[config.mk]
export PLATFORM = sky130hd
export DESIGN_NAME = atf_ctrl
export DESIGN_NICKNAME = d
export VERILOG_FILES = /design/src/rtl/atf_pkg.sv /design/src/rtl/atf_ctrl.sv
export SDC_FILE = /design/constraint.sdc
export NUM_CORES = 1
export LEC_CHECK = 0
export BUFFER_PORTS_ARGS = -buffer_cell sky130_fd_sc_hd__buf_2
export CAP_MARGIN = 20
export CORE_UTILIZATION = 31
export DETAILED_ROUTE_END_ITERATION = 6
export SETUP_SLACK_MARGIN = 0.5
export SYNTH_ARGS = -nofsm -noshare
export SYNTH_HDL_FRONTEND = slang
export SYNTH_SLANG_ARGS = --single-unit
[constraint.sdc]
create_clock -name aclk -period 8.36 [get_ports aclk]
set_input_delay 0 -clock aclk [delete_from_list [all_inputs] [get_ports aclk]]
set_output_delay 0 -clock aclk [all_outputs]
set_load 0.02 [all_outputs]
[src/rtl/atf_pkg.sv]
// ----------------------------------------------------------------------------
// atf_pkg: shared types and constants of the audio transition fader
// Op and register codes, fader phases, controller states and the command
// word that the controller sends to the datapath.
// ----------------------------------------------------------------------------
package atf_pkg;

    localparam int MAX_CHANNELS     = 8;
    localparam int SAMPLE_BITS_DEF  = 24;
    localparam int COUNT_BITS_DEF   = 16;
    localparam int CC_BITS          = 4;
    localparam int GEN_BITS         = 32;
    localparam int CFG_BITS         = 32;
    localparam int CFG_IDX_BITS     = 2;
    localparam int OP_BITS          = 2;
    localparam int PHASE_BITS       = 3;

    typedef logic [OP_BITS-1:0] op_t;
    localparam op_t OP_FRAME = 2'd0;
    localparam op_t OP_RESET = 2'd1;
    localparam op_t OP_BEGIN = 2'd2;

    typedef logic [CFG_IDX_BITS-1:0] cfg_idx_t;
    localparam cfg_idx_t REG_CHANNEL_COUNT  = 2'd0;
    localparam cfg_idx_t REG_SILENCE_FRAMES = 2'd1;
    localparam cfg_idx_t REG_FADE_FRAMES    = 2'd2;
    localparam cfg_idx_t REG_INITIAL_GEN    = 2'd3;

    typedef enum logic [PHASE_BITS-1:0] {
        PH_STEADY   = 3'd0,
        PH_FADE_OUT = 3'd1,
        PH_SILENT   = 3'd2,
        PH_AWAIT    = 3'd3,
        PH_FADE_IN  = 3'd4
    } phase_t;

    typedef enum logic [1:0] {
        MODE_PASS,
        MODE_ZERO,
        MODE_ORIGIN,
        MODE_INPUT
    } mode_t;

    typedef enum logic [1:0] {
        ST_IDLE,
        ST_MUL,
        ST_DIV,
        ST_WRITE
    } ctrl_state_t;

    typedef struct packed {
        logic                    load;
        logic                    clear;
        logic                    copy;
        logic                    mul;
        logic                    div_step;
        logic                    write;
        mode_t                   mode;
        logic [MAX_CHANNELS-1:0] active;
    } dp_cmd_t;

endpackage

[src/rtl/atf_ctrl.sv]
// ----------------------------------------------------------------------------
// atf_ctrl: controller of the audio transition fader
// Holds configuration and fader phase state, resolves the phase that handles
// each frame and sequences multiply, divide and output write.
// ----------------------------------------------------------------------------
module atf_ctrl #(
    parameter int SAMPLE_BITS = atf_pkg::SAMPLE_BITS_DEF,
    parameter int COUNT_BITS  = atf_pkg::COUNT_BITS_DEF
) (
    input  logic                          aclk,
    input  logic                          aresetn,
    input  logic                          cfg_wr_en,
    input  logic [atf_pkg::CFG_IDX_BITS-1:0] cfg_index,
    input  logic [atf_pkg::CFG_BITS-1:0]  cfg_wdata,
    input  logic                          s_valid,
    output logic                          s_ready,
    input  logic [atf_pkg::OP_BITS-1:0]   s_op,
    input  logic                          s_available,
    input  logic [atf_pkg::GEN_BITS-1:0]  s_generation,
    output logic                          m_valid,
    input  logic                          m_ready,
    output logic                          m_adjusted,
    output logic [atf_pkg::PHASE_BITS-1:0] m_phase_now,
    output atf_pkg::dp_cmd_t              cmd,
    output logic [COUNT_BITS-1:0]         num,
    output logic [COUNT_BITS-1:0]         den
);
    import atf_pkg::*;

    localparam int DIV_BITS = SAMPLE_BITS + COUNT_BITS;
    localparam int CNT_BITS = $clog2(DIV_BITS);

    ctrl_state_t             state_reg, state_next;
    phase_t                  phase_reg, phase_next;
    logic [COUNT_BITS-1:0]   fl_reg, fl_next;
    logic [COUNT_BITS-1:0]   ps_reg, ps_next;
    logic [GEN_BITS-1:0]     seen_reg, seen_next;
    logic [CC_BITS-1:0]      cc_reg, cc_next;
    logic [COUNT_BITS-1:0]   sil_reg, sil_next;
    logic [COUNT_BITS-1:0]   fad_reg, fad_next;
    mode_t                   mode_reg, mode_next;
    logic [COUNT_BITS-1:0]   num_reg, num_next;
    logic [MAX_CHANNELS-1:0] act_reg, act_next;
    logic [CNT_BITS-1:0]     cnt_reg, cnt_next;
    logic                    adj_reg, adj_next;
    logic                    m_valid_reg, m_valid_next;
    logic                    m_adj_reg, m_adj_next;
    phase_t                  m_phase_reg, m_phase_next;

    phase_t                  bt_phase;
    logic [COUNT_BITS-1:0]   bt_fl;
    logic [COUNT_BITS-1:0]   bt_ps;
    phase_t                  rp, np;
    logic [COUNT_BITS-1:0]   rfl, rps, nfl, nps, fl_dec, fr_num;
    logic                    rcopy;
    mode_t                   fr_mode;
    logic [MAX_CHANNELS-1:0] act_mask;

    always_comb begin
        bt_phase = PH_AWAIT;
        bt_fl    = '0;
        bt_ps    = sil_reg;
        if (fad_reg != '0) begin
            bt_phase = PH_FADE_OUT;
            bt_fl    = fad_reg;
        end else if (sil_reg != '0) begin
            bt_phase = PH_SILENT;
            bt_fl    = sil_reg;
            bt_ps    = '0;
        end
    end

    always_comb begin
        for (int c = 0; c < MAX_CHANNELS; c++) begin
            act_mask[c] = (32'(cc_reg) > c);
        end
    end

    // resolve the phase that handles this frame, then step it
    always_comb begin
        rp    = phase_reg;
        rfl   = fl_reg;
        rps   = ps_reg;
        rcopy = 1'b0;
        if (s_generation != seen_reg) begin
            rp    = bt_phase;
            rfl   = bt_fl;
            rps   = bt_ps;
            rcopy = 1'b1;
        end
        for (int i = 0; i < 4; i++) begin
            case (rp)
                PH_STEADY, PH_FADE_IN: begin
                    if (!s_available) begin
                        rp    = bt_phase;
                        rfl   = bt_fl;
                        rps   = bt_ps;
                        rcopy = 1'b1;
                    end
                end
                PH_AWAIT: begin
                    if (s_available) begin
                        if (fad_reg == '0) begin
                            rp = PH_STEADY;
                        end else begin
                            rp  = PH_FADE_IN;
                            rfl = fad_reg;
                        end
                    end
                end
                PH_FADE_OUT, PH_SILENT: ;
                default: rp = PH_STEADY;
            endcase
        end

        np      = rp;
        nfl     = rfl;
        nps     = rps;
        fr_mode = MODE_PASS;
        fr_num  = '0;
        fl_dec  = (rfl == '0) ? '0 : rfl - 1'b1;
        case (rp)
            PH_FADE_OUT: begin
                fr_num  = (fl_dec > fad_reg) ? fad_reg : fl_dec;
                fr_mode = (fad_reg == '0) ? MODE_ZERO : MODE_ORIGIN;
                nfl     = fl_dec;
                if (fl_dec == '0) begin
                    if (rps == '0) begin
                        np = PH_AWAIT;
                    end else begin
                        np  = PH_SILENT;
                        nfl = rps;
                        nps = '0;
                    end
                end
            end
            PH_SILENT: begin
                fr_mode = MODE_ZERO;
                if (s_available) begin
                    nfl = fl_dec;
                    if (fl_dec == '0) begin
                        np = PH_AWAIT;
                    end
                end
            end
            PH_AWAIT: begin
                fr_mode = MODE_ZERO;
            end
            PH_FADE_IN: begin
                fr_mode = (fad_reg == '0) ? MODE_ZERO : MODE_INPUT;
                if (rfl > fad_reg) begin
                    fr_num = '0;
                end else if (rfl == '0) begin
                    fr_num = fad_reg;
                end else begin
                    fr_num = fad_reg - rfl + 1'b1;
                end
                nfl = fl_dec;
                if (fl_dec == '0) begin
                    np = PH_STEADY;
                end
            end
            default: ;
        endcase
    end

    always_comb begin
        state_next   = state_reg;
        phase_next   = phase_reg;
        fl_next      = fl_reg;
        ps_next      = ps_reg;
        seen_next    = seen_reg;
        cc_next      = cc_reg;
        sil_next     = sil_reg;
        fad_next     = fad_reg;
        mode_next    = mode_reg;
        num_next     = num_reg;
        act_next     = act_reg;
        cnt_next     = cnt_reg;
        adj_next     = adj_reg;
        m_adj_next   = m_adj_reg;
        m_phase_next = m_phase_reg;
        m_valid_next = m_valid_reg && !m_ready;
        cmd          = '0;
        cmd.mode     = mode_reg;
        cmd.active   = act_reg;

        if (cfg_wr_en) begin
            case (cfg_index)
                REG_CHANNEL_COUNT:  cc_next   = cfg_wdata[CC_BITS-1:0];
                REG_SILENCE_FRAMES: sil_next  = cfg_wdata[COUNT_BITS-1:0];
                REG_FADE_FRAMES:    fad_next  = cfg_wdata[COUNT_BITS-1:0];
                REG_INITIAL_GEN:    seen_next = cfg_wdata[GEN_BITS-1:0];
                default: ;
            endcase
        end

        case (state_reg)
            ST_IDLE: begin
                if (s_valid) begin
                    case (s_op)
                        OP_FRAME: begin
                            seen_next  = s_generation;
                            phase_next = np;
                            fl_next    = nfl;
                            ps_next    = nps;
                            mode_next  = fr_mode;
                            num_next   = fr_num;
                            act_next   = act_mask;
                            adj_next   = (fr_mode != MODE_PASS);
                            cmd.load   = 1'b1;
                            cmd.copy   = rcopy;
                            if (fr_mode == MODE_ORIGIN || fr_mode == MODE_INPUT) begin
                                state_next = ST_MUL;
                            end else begin
                                state_next = ST_WRITE;
                            end
                        end
                        OP_RESET: begin
                            cmd.clear = 1'b1;
                            ps_next   = '0;
                            if (sil_reg == '0) begin
                                phase_next = PH_AWAIT;
                                fl_next    = '0;
                            end else begin
                                phase_next = PH_SILENT;
                                fl_next    = sil_reg;
                            end
                        end
                        OP_BEGIN: begin
                            cmd.copy   = 1'b1;
                            phase_next = bt_phase;
                            fl_next    = bt_fl;
                            ps_next    = bt_ps;
                        end
                        default: ;
                    endcase
                end
            end
            ST_MUL: begin
                cmd.mul    = 1'b1;
                cnt_next   = CNT_BITS'(DIV_BITS - 1);
                state_next = ST_DIV;
            end
            ST_DIV: begin
                cmd.div_step = 1'b1;
                if (cnt_reg == '0) begin
                    state_next = ST_WRITE;
                end else begin
                    cnt_next = cnt_reg - 1'b1;
                end
            end
            ST_WRITE: begin
                if (!m_valid_reg || m_ready) begin
                    cmd.write    = 1'b1;
                    m_valid_next = 1'b1;
                    m_adj_next   = adj_reg;
                    m_phase_next = phase_reg;
                    state_next   = ST_IDLE;
                end
            end
            default: state_next = ST_IDLE;
        endcase
    end

    always_ff @(posedge aclk) begin
        if (!aresetn) begin
            state_reg   <= ST_IDLE;
            phase_reg   <= PH_STEADY;
            fl_reg      <= '0;
            ps_reg      <= '0;
            seen_reg    <= '0;
            cc_reg      <= CC_BITS'(2);
            sil_reg     <= '0;
            fad_reg     <= '0;
            m_valid_reg <= 1'b0;
        end else begin
            state_reg   <= state_next;
            phase_reg   <= phase_next;
            fl_reg      <= fl_next;
            ps_reg      <= ps_next;
            seen_reg    <= seen_next;
            cc_reg      <= cc_next;
            sil_reg     <= sil_next;
            fad_reg     <= fad_next;
            m_valid_reg <= m_valid_next;
        end
    end

    always_ff @(posedge aclk) begin
        mode_reg    <= mode_next;
        num_reg     <= num_next;
        act_reg     <= act_next;
        cnt_reg     <= cnt_next;
        adj_reg     <= adj_next;
        m_adj_reg   <= m_adj_next;
        m_phase_reg <= m_phase_next;
    end

    assign s_ready     = (state_reg == ST_IDLE);
    assign m_valid     = m_valid_reg;
    assign m_adjusted  = m_adj_reg;
    assign m_phase_now = m_phase_reg;
    assign num         = num_reg;
    assign den         = fad_reg;

    a_write_valid: assert property (@(posedge aclk) disable iff (!aresetn)
        cmd.write |=> m_valid_reg)
        else $error("result register not loaded after write");

    a_await_count: assert property (@(posedge aclk) disable iff (!aresetn)
        (phase_reg == PH_AWAIT) |-> (fl_reg == '0))
        else $error("frame count nonzero while awaiting audio");

    a_frame_start: assert property (@(posedge aclk) disable iff (!aresetn)
        (s_valid && s_ready && s_op == OP_FRAME) |=>
            (state_reg == ST_MUL || state_reg == ST_WRITE))
        else $error("accepted frame not started");

    a_mul_div: assert property (@(posedge aclk) disable iff (!aresetn)
        (state_reg == ST_MUL) |=> (state_reg == ST_DIV && cnt_reg == CNT_BITS'(DIV_BITS - 1)))
        else $error("divide not started after multiply");

endmodule

* Word level (Yosys, flattened, before mapping)
Cells that the tools add are included.
** Word-level totals
- Output and inout bits :: 54
- Flip-flop bits (word level) :: 143
- Input bits :: 74
** Cells by class
- Mux-type cells :: 105
- Reductions and logical operators :: 40
- Order comparisons :: 10
- Eq/ne operators :: 36
- Add/subtract/negate cells :: 4
** Operators with widths (number)
- $mux W16 :: 37
- $mux W32 :: 5
- $pmux W16 S2 :: 5
- $pmux W16 S3 :: 3
- $logic_not A16 Y1 :: 5
- $pmux W3 S3 :: 6
- $mux W3 :: 16
- $gt A16 B16 Y1 :: 2
- $ne A32 B32 Y1 :: 1
- $reduce_bool A16 Y1 :: 2
- $eq A3 B2 Y1 const B :: 10
- $mux W1 :: 20
- $reduce_or A2 Y1 :: 9
- $add A16 B1 Y16 const B :: 1
- $gt A4 B3 Y1 const B :: 4
- $mux W2 :: 8
- $sub A16 B1 Y16 const B :: 1
- $sub A16 B16 Y16 :: 1
- $eq A3 B1 Y1 const B :: 5
- $eq A3 B3 Y1 const B :: 5
- $eq A2 B2 Y1 const B :: 7
- $logic_not A3 Y1 :: 4
- $pmux W6 S2 :: 1
- $reduce_and A2 Y1 :: 5
- other kinds (19) :: 32

* Depth between registers and ports, before layout
Gate-level depths: netlist of run 1.
- Depth in word-level cells :: 25
- Depth in mapped cells :: 33
- Depth with buffers taken out :: 25

* Worst setup path after synthesis of run 1
OpenSTA, ideal clock, no wires.
- Path type :: reg2reg
- Start :: reg fad_reg[10] (netlist: den[10])
- End :: reg num_reg[9] (netlist: num[9]), data pin
- Required time :: 8089 ps
- Setup slack :: 1978 ps
- Arrival :: 6111 ps
- Clock period less this slack :: 6382 ps
- Stages on the path, launching flop included :: 31
- Path buffers :: 7
- Path through :: dfxtp_1 clkbuf_1 nor4_2 and4_1 buf_6 a21oi_1 a2bb2oi_1 a32o_1 clkbuf_1 nand2b_1 nor4_2 nand4_1 nor3_1 clkbuf_1 buf_1 nor2_1 ha_1 nor2b_1 o21a_1 o21a_1 o21a_1 o21a_1 o21a_1 o21ai_0 nand2b_1 a21oi_1 a21oi_1 buf_1 clkbuf_1 mux2i_1 o22ai_1
** Between the ends
- Longest elaborated chain between the ends :: 20
- Elaborated cells on any way between the ends :: 76
- Classes of those cells :: 3 x add/sub; 2 x order compare; 18 x eq/ne; 38 x mux; 15 x reduce/logical
** Ends and longest elaborated chain
- start, declared :: RTL line atf_ctrl.sv:40 : logic [COUNT_BITS-1:0] fad_reg, fad_next;
- start signal, assigned :: RTL line atf_ctrl.sv:285 : fad_reg <= fad_next;
- $reduce_bool A16 Y1 :: RTL line atf_ctrl.sv:63 : if (fad_reg != '0) begin
- $mux W2 / $mux W16 (equally long branches) :: RTL line atf_ctrl.sv:63
- $mux W3 / $mux W16 (equally long branches) :: RTL line atf_ctrl.sv:85 : if (s_generation != seen_reg) begin
- $eq A3 B1 Y1 (tied with other cells) :: RTL line atf_ctrl.sv:92 : case (rp)
- $reduce_or A2 Y1 / $mux W16 (equally long branches) :: RTL line atf_ctrl.sv:92, atf_ctrl.sv:102
- $pmux W3 S3 / $pmux W16 S2 (equally long branches) :: RTL line atf_ctrl.sv:92
- $eq A3 B1 Y1 (tied with other cells) :: RTL line atf_ctrl.sv:92
- $reduce_or A2 Y1 / $mux W16 (equally long branches) :: RTL line atf_ctrl.sv:92, atf_ctrl.sv:102
- (+5 left out)
- $reduce_or A2 Y1 / $mux W16 (equally long branches) :: RTL line atf_ctrl.sv:92, atf_ctrl.sv:102
- $pmux W16 S2 :: RTL line atf_ctrl.sv:92
- $sub A16 B16 Y16 (tied with other cells) :: RTL line atf_ctrl.sv:156 : fr_num = fad_reg - rfl + 1'b1;
- $add A16 B1 Y16 / $mux W16 (equally long branches) :: RTL line atf_ctrl.sv:156, atf_ctrl.sv:121
- $mux W16 / $gt A16 B16 Y1 (equally long branches) :: RTL line atf_ctrl.sv:153, atf_ctrl.sv:124
- $mux W16 (on tied branches) :: RTL line atf_ctrl.sv:151, atf_ctrl.sv:124
- $pmux W16 S2 * :: RTL line atf_ctrl.sv:122 : case (rp)
- via fr_num[9] :: RTL line atf_ctrl.sv:54 : logic [COUNT_BITS-1:0] rfl, rps, nfl, nps, fl_dec, fr_num;
- end signal, assigned :: RTL line atf_ctrl.sv:292 : num_reg <= num_next;
- end, declared :: RTL line atf_ctrl.sv:42 : logic [COUNT_BITS-1:0] num_reg, num_next;
The timed path passes the listed nets; every way through them passes the cells marked *.
A chain may end at the register's enable or synchronous reset.

* Worst setup path in the final report of run 1
- Start :: reg seen_reg[6]
- End :: reg num_reg[6] (netlist: num[6]), data pin
** Between the ends
- Longest elaborated chain between the ends :: 19
- Elaborated cells on any way between the ends :: 72
- Classes of those cells :: 3 x add/sub; 2 x order compare; 19 x eq/ne; 35 x mux; 13 x reduce/logical
** Ends and longest elaborated chain
- start, declared :: RTL line atf_ctrl.sv:37 : logic [GEN_BITS-1:0] seen_reg, seen_next;
- start signal, assigned :: RTL line atf_ctrl.sv:282 : seen_reg <= seen_next;
- $ne A32 B32 Y1 * :: RTL line atf_ctrl.sv:85
- $mux W3 / $mux W16 (equally long branches) :: RTL line atf_ctrl.sv:85
- $eq A3 B1 Y1 (tied with other cells) :: RTL line atf_ctrl.sv:92
- $reduce_or A2 Y1 / $mux W16 (equally long branches) :: RTL line atf_ctrl.sv:92, atf_ctrl.sv:102
- $pmux W3 S3 / $pmux W16 S2 (equally long branches) :: RTL line atf_ctrl.sv:92
- $eq A3 B1 Y1 (tied with other cells) :: RTL line atf_ctrl.sv:92
- $reduce_or A2 Y1 / $mux W16 (equally long branches) :: RTL line atf_ctrl.sv:92, atf_ctrl.sv:102
- $pmux W3 S3 / $pmux W16 S2 (equally long branches) :: RTL line atf_ctrl.sv:92
- (+4 left out)
- $reduce_or A2 Y1 / $mux W16 (equally long branches) :: RTL line atf_ctrl.sv:92, atf_ctrl.sv:102
- $pmux W16 S2 :: RTL line atf_ctrl.sv:92
- $sub A16 B16 Y16 (tied with other cells) :: RTL line atf_ctrl.sv:156
- $add A16 B1 Y16 / $mux W16 (equally long branches) :: RTL line atf_ctrl.sv:156, atf_ctrl.sv:121
- $mux W16 / $gt A16 B16 Y1 (equally long branches) :: RTL line atf_ctrl.sv:153, atf_ctrl.sv:124
- $mux W16 (on tied branches) :: RTL line atf_ctrl.sv:151, atf_ctrl.sv:124
- $pmux W16 S2 * :: RTL line atf_ctrl.sv:122
- via fr_num[6] :: RTL line atf_ctrl.sv:54
Marked as above.

==> flow_metrics.py, run 1 <==
metrics = {
    "global_routing": {
        "grt_pass1_wl_mm": 66.4,
        "grt_antenna_before_repair": 1,
        "grt_pass1_vias": 10800,
        "overflow": 0,
        "grt_util_all_layers": 0.240,
        "grt_max_degree": 67,
    },
    "worst_setup_path": {
        "worstPathArrival_ps": 7060,
        "worstSetupPathType": "flop to flop",
        "cp-start-kind": "flop",
        "worstSetupEndpointType": "flop",
        "path_max_fanout": 31,
        "worstPathRequired_ps": 8520,
    },
    "drt": {
        "avgRoutedWirePerCell_um": 22.1,
        "firstDrtPassIters": 6,
        "avgViaCountPerCell": 5.81,
        "drc": 0,
        "vias": 11500,
        "routed_wl_mm": 43.9,
        "drtAntennaViolNets": 0,
        "drt_iter0_drc": 1250,
    },
    "timing": {
        "setup_viol": 0,
        "hold_viol": 1,
        "finalSetupTns_ps": 0,
        "tightestPinTransition_ps": 1040,
        "period_needed_ps": 6910,
        "final.setup.worst_slack_ps": 1450,
        "slew_violations": 0,
        "period_share": 0.826,
        "rsz0062_at_grt": "no",
        "slew_headroom": 0.298,
        "fin_hold_ws_ps": -6.12,
        "clock.fmax_mhz": 145,
        "fin_skew_ps": 8.09,
    },
    "status": {
        "outcome": "finished with violations",
        "violations": "hold timing",
    },
    "cells_and_area": {
        "nFillCells": 3579,
        "drive_gt1_frac": 0.144,
        "largest_reg_flops": 32,
        "multi_input_area_um2": 7180,
        "register_area_um2": 3230,
        "nNetsFinal": 1665,
        "layout_common_cells": "nand2_1 (167), a21oi_1 (151), buf_2 (127), dfxtp_1 (106), nor2_1 (79)",
        "fin_cells": 1985,
        "final_common_cell": "nand2_1",
        "antenna_cells": 0,
        "area_growth_pct": 21.6,
        "final_core_util": 0.385,
    },
    "placement": {
        "dp.final_hpwl_mm": 31.3,
        "dp.cells": 1877,
        "gp_congestion": 1.03,
        "portBuffers": 127,
        "post-place-ws_ps": 1630,
    },
    "floorplanning": {
        "initial_core_util": 0.316,
        "die_w_um": 190,
        "pin_count": 128,
        "num_rows": 68,
        "coreArea_um2": 34700,
        "die_area_um2": 36200,
        "die_height_um": 190,
    },
    "cts": {
        "clk_latency_ps": 440,
        "cts_resized": 0,
        "clock_sinks": 143,
        "cts_tree": "built",
        "root_buffer": "clkbuf_16",
        "cts.clk_slew.worst_paths_ps": 70,
        "cts_setup_buffers": 0,
        "cts_buffers": 17,
        "h-tree-depth": 4,
        "clock_path_buffers": 2,
    },
    "yosys": {
        "seq_area_frac_synth": 0.294,
        "yosys_warnings": 0,
        "synth_area_leaders": "dfxtp_1 (19%), edfxtp_1 (10%), ha_1 (8.2%)",
        "ys_seq_elements": 143,
        "syn_nets": 1511,
        "syn_area_per_cell_um2": 8.06,
        "synth.distinct_cells": 77,
        "ys.flop_type": "dfxtp_1",
        "yosys.area.top_type": "dfxtp_1",
        "netlist_instances": 1363,
        "synth.top_cell.area_share": 0.193,
        "synth_area_um2": 11000,
        "synth_edf_count": 37,
        "async_flop_share": 0,
    },
    "pwr": {
        "seqPwrFrac": 0.295,
        "clock_power_share": 0.260,
        "comb_power_share": 0.445,
        "p_int_mw": 1.73,
        "total_power_mw": 3.01,
        "switching_share": 0.424,
        "peakVddDrop_uv": 131,
        "switching_power_mw": 1.28,
        "leakage_nw": 6.02,
        "pwr_density_cell_nw_per_um2": 225,
    },
    "worst_hold_path": {
        "hold_class": "input port to flop",
    },
    "job": {
        "drv_cap": 0,
    },
}
path summary, 6_finish.rpt:
kind              slack (ps)  depth (start not counted)          to         from
setup / recovery        1450                         25      num[6]  seen_reg[6]
hold / removal            -6                          5  sil_reg[0]    cfg_wr_en
setup reg to reg        1450                         25      num[6]  seen_reg[6]
hold reg to reg          440                          0  m_adjusted      adj_reg
metrics by stage:
stage          hold WS, ps  instance area [um2]
4_1_cts               59.7                13300
2_1_floorplan          128                11000
5_1_grt               39.0                13400
6_report             -6.12                13400
3_3_place_gp           268                12000
3_5_place_dp           270                12000
critical path: stages (launching register included):
cell      delay (ps)
dfxtp_1          320
xor2_1           140
nor4_1           540
nand4_1          680
nor2_1           270
buf_4            260
a32o_1           430
nand2b_1         190
nor4_2           530
nand4_1          290
nor3_2           210
buf_4            360
a21oi_1          150
ha_1             330
o21a_1           130
o21a_1           110
o21a_1           100
o21a_1           110
o21a_1           100
o21ai_0           70
nand2b_1          80
a21oi_1           70
a21oi_2          460
buf_4            320
mux2i_1          240
o22ai_1          100
final cells by class:
class | count | share of cell area
Clock buffer | 18 | 0.0321
Clock inverter | 14 | 0.0111
Inverter | 56 | 0.0157
Multi-Input combinational cell | 1073 | 0.538
Sequential cell | 143 | 0.242
Tap cell | 455 | 0.0426
Timing Repair Buffer | 226 | 0.118
metal layers:
layer	GRT usage	vias to the layer above	part of all wire
met2	0.377	608	0.45
met1	0.325	5530	0.44
met4	0.0871	2	0.033
met5	0	-	0.00030
met3	0.0484	97	0.084
li1	-	5301	-
synthesized netlist by cell type (all sizes together) (26+ instances only):
cell type,number
o21ai,74
clkbuf,67
dfxtp,106
edfxtp,37
mux2i,54
nor2,82
nand3,26
nand2,169
a21boi,36
ha,72
o211a,33
xor2,39
inv,56
a21oi,153
nor4,26
logic make-up (layout without fill, tap and decap cells):
group	after synthesis	after routing	synth area share
XOR/XNOR	57	57	0.0455
flip-flops	143	143	0.294
adder cells (fa/ha/maj)	74	74	0.0857
buffers and inverters	147	314	0.0535
AO/OA/AOI/OAI	457	457	0.278
multiplexers	57	57	0.0526
AND/OR/NAND/NOR	428	428	0.190
power by group through the flow:
stage / clock network [mW] / logic [mW] / registers, mW
6_report: 0.782 / 1.34 / 0.887
5_1_grt: 0.817 / 1.45 / 0.895
4_1_cts: 0.792 / 1.30 / 0.884
3_5_place_dp: 0 / 1.26 / 0.898
3_3_place_gp: 0 / 1.24 / 0.897
2_1_floorplan: 0 / 0.914 / 0.880
timing repair:
item | in CTS | in global routing
hold endpoints to repair | 69 | 1
hold buffers | 73 | 1
setup endpoints to repair | 0 | 0
No activity file was read; power rests on OpenSTA's default activity.
==> run 2: changes to the inputs <==
Clock period 8.36 ns to 7 ns, I/O delays scaled along.
==> flow_metrics.py, run 2 (synthesized netlist as in run 1, its figures left out) <==
metrics = {
    "global_routing": {
        "overflow": 0,
        "grt_util_all_layers": 0.253,
        "grt_pass1_wl_mm": 69.0,
        "grt_max_degree": 107,
        "grt_pass1_vias": 11300,
        "grt_antenna_before_repair": 1,
    },
    "cells_and_area": {
        "drive_gt1_frac": 0.164,
        "final_common_cell": "nand2_1",
        "antenna_cells": 0,
        "layout_common_cells": "nand2_1 (167), a21oi_1 (151), buf_2 (127), dfxtp_1 (106), nor2_1 (79)",
        "nNetsFinal": 1699,
        "area_growth_pct": 24.4,
        "largest_reg_flops": 32,
    },
    "worst_setup_path": {
        "r2r_setup_slack_ps": 870,
        "critPathTopFamily": "simple AND/OR/NAND/NOR gates",
        "worstSetupPathType": "flop to flop",
        "rr_worst_depth": 19,
        "path_cells": "xor2_1 > nor4_1 > and4_1 > buf_4 > a21oi_1 > a211oi_1 > o211ai_1 > or4_1 > nand3b_1 > mux2i_2 > inv_1 > ha_1 > nand4_1 > nor2_1 > a21oi_1 > a21oi_4 > buf_4 > mux2i_1 > o22ai_1",
        "path_max_fanout": 14,
        "cp-start-kind": "flop",
        "worstSetupEndpointType": "flop",
        "slowest_stage": "or4_1",
        "worstPathArrival_ps": 6290,
        "worstPathRequired_ps": 7150,
        "slowest_delay_ps": 770,
        "r2r_start": "seen_reg[6]",
        "path_buf_inv": 3,
        "r2r_end": "num[9]",
    },
    "pwr": {
        "leakage_nw": 6.23,
        "peakVddDrop_uv": 180,
        "pwr_density_cell_nw_per_um2": 275,
    },
    "floorplanning": {
        "die_area_um2": 36200,
        "die_height_um": 190,
        "num_rows": 68,
        "coreArea_um2": 34700,
        "initial_core_util": 0.316,
        "pin_count": 128,
        "die_w_um": 190,
    },
    "timing": {
        "setup_viol": 0,
        "slew_headroom": 0.277,
        "rsz0062_at_grt": "no",
        "slew_violations": 0,
        "finalSetupTns_ps": 0,
        "period_needed_ps": 6130,
        "final.setup.worst_slack_ps": 867,
        "clock.fmax_mhz": 163,
        "period_share": 0.876,
        "fin_skew_ps": 16.3,
        "hold_viol": 0,
        "tightestPinTransition_ps": 1090,
    },
    "job": {
        "drv_cap": 0,
    },
    "cts": {
        "clock_sinks": 143,
        "cts_buffers": 17,
        "h-tree-depth": 4,
        "clk_latency_ps": 450,
        "clock_path_buffers": 2,
        "cts_tree": "built",
        "cts.clk_slew.worst_paths_ps": 60,
        "root_buffer": "clkbuf_16",
    },
    "placement": {
        "dp.final_hpwl_mm": 33.5,
        "gp_congestion": 1.04,
        "portBuffers": 127,
        "post-place-ws_ps": 854,
    },
    "worst_hold_path": {
        "min-delay-start": "cfg_index[0]",
        "hold_class": "input port to flop",
        "whs_path_depth": 4,
        "worstHoldEndpoint": "cc_reg[1]",
    },
    "drt": {
        "firstDrtPassIters": 7,
        "drt_iter0_drc": 1126,
        "vias": 11700,
        "avgRoutedWirePerCell_um": 22.8,
        "avgViaCountPerCell": 5.79,
        "routed_wl_mm": 46.1,
        "drc": 3,
        "drtAntennaViolNets": 0,
    },
    "status": {
        "outcome": "finished with violations",
        "violations": "DRC",
    },
}
run 2: what timing repair did:
action	in CTS	in global routing
endpoints found under the setup margin	0	12
hold buffers	72	0
buffers inserted	0	0
endpoints found under the hold margin	69	0
resized for setup	0	2
run 2: layout make-up:
| type | instances | area [um2] |
|---|---|---|
| flip-flops and latches | 143 | 3230 |
| multi-input cells | 1073 | 7200 |
| clock inverters | 14 | 201 |
| clock buffers | 18 | 429 |
| well taps | 455 | 569 |
| inverters | 56 | 210 |
| fillers | 3518 | 21000 |
| repair buffers | 260 | 1830 |
run 2: worst max path at each step:
stage                start       to  slack, ps  cells past startpoint
2_1_floorplan      den[10]   num[9]        620                     30
3_3_place_gp       den[11]  num[11]        900                     23
3_5_place_dp       den[11]   num[9]        850                     25
4_1_cts            den[11]   num[9]        820                     25
5_1_grt        seen_reg[6]   num[0]        480                     24
6_report       seen_reg[6]   num[9]        870                     19
run 2: report_power, final:
group / switching (mW) / internal, mW / leakage (nW) / total [mW]
logic: 1.04 / 0.640 / 4.72 / 1.68
registers: 0.0781 / 0.967 / 1.20 / 1.05
clock network: 0.429 / 0.606 / 0.307 / 1.04
total: 1.55 / 2.21 / 6.23 / 3.76
run 2: through the flow:
| stage | total power, mW | hold slack, ps | instance area [um2] | instances | util |
|---|---|---|---|---|---|
| floorplan | 2.14 | 128 | 11000 | 1363 | - |
| global placement | 2.64 | 264 | 12300 | 1913 | 0.354 |
| detailed placement | 2.65 | 273 | 12300 | 1913 | 0.354 |
| CTS | 3.73 | 34.1 | 13600 | 2017 | 0.393 |
| global route | 3.95 | 78.1 | 13700 | 2019 | 0.394 |
| finish | 3.76 | 46.4 | 13700 | 2019 | 0.394 |
run 2: per-layer routing:
layer | global-route usage | vias to the layer above | part of all wire
met4 | 0.0938 | 0 | 0.038
li1 | - | 5378 | -
met2 | 0.403 | 607 | 0.45
met3 | 0.0605 | 111 | 0.094
met5 | 0 | - | 0
met1 | 0.329 | 5602 | 0.41
run 2: worst reg2reg max path: stages, from the launching register on:
cell and delay [ps]:
dfxtp_1 320, xor2_1 140, nor4_1 470, and4_1 570, buf_4 280, a21oi_1 80, a211oi_1 390, o211ai_1 360
or4_1 770, nand3b_1 260, mux2i_2 320, inv_1 110, ha_1 310, nand4_1 120, nor2_1 240, a21oi_1 150
a21oi_4 460, buf_4 230, mux2i_1 200, o22ai_1 100
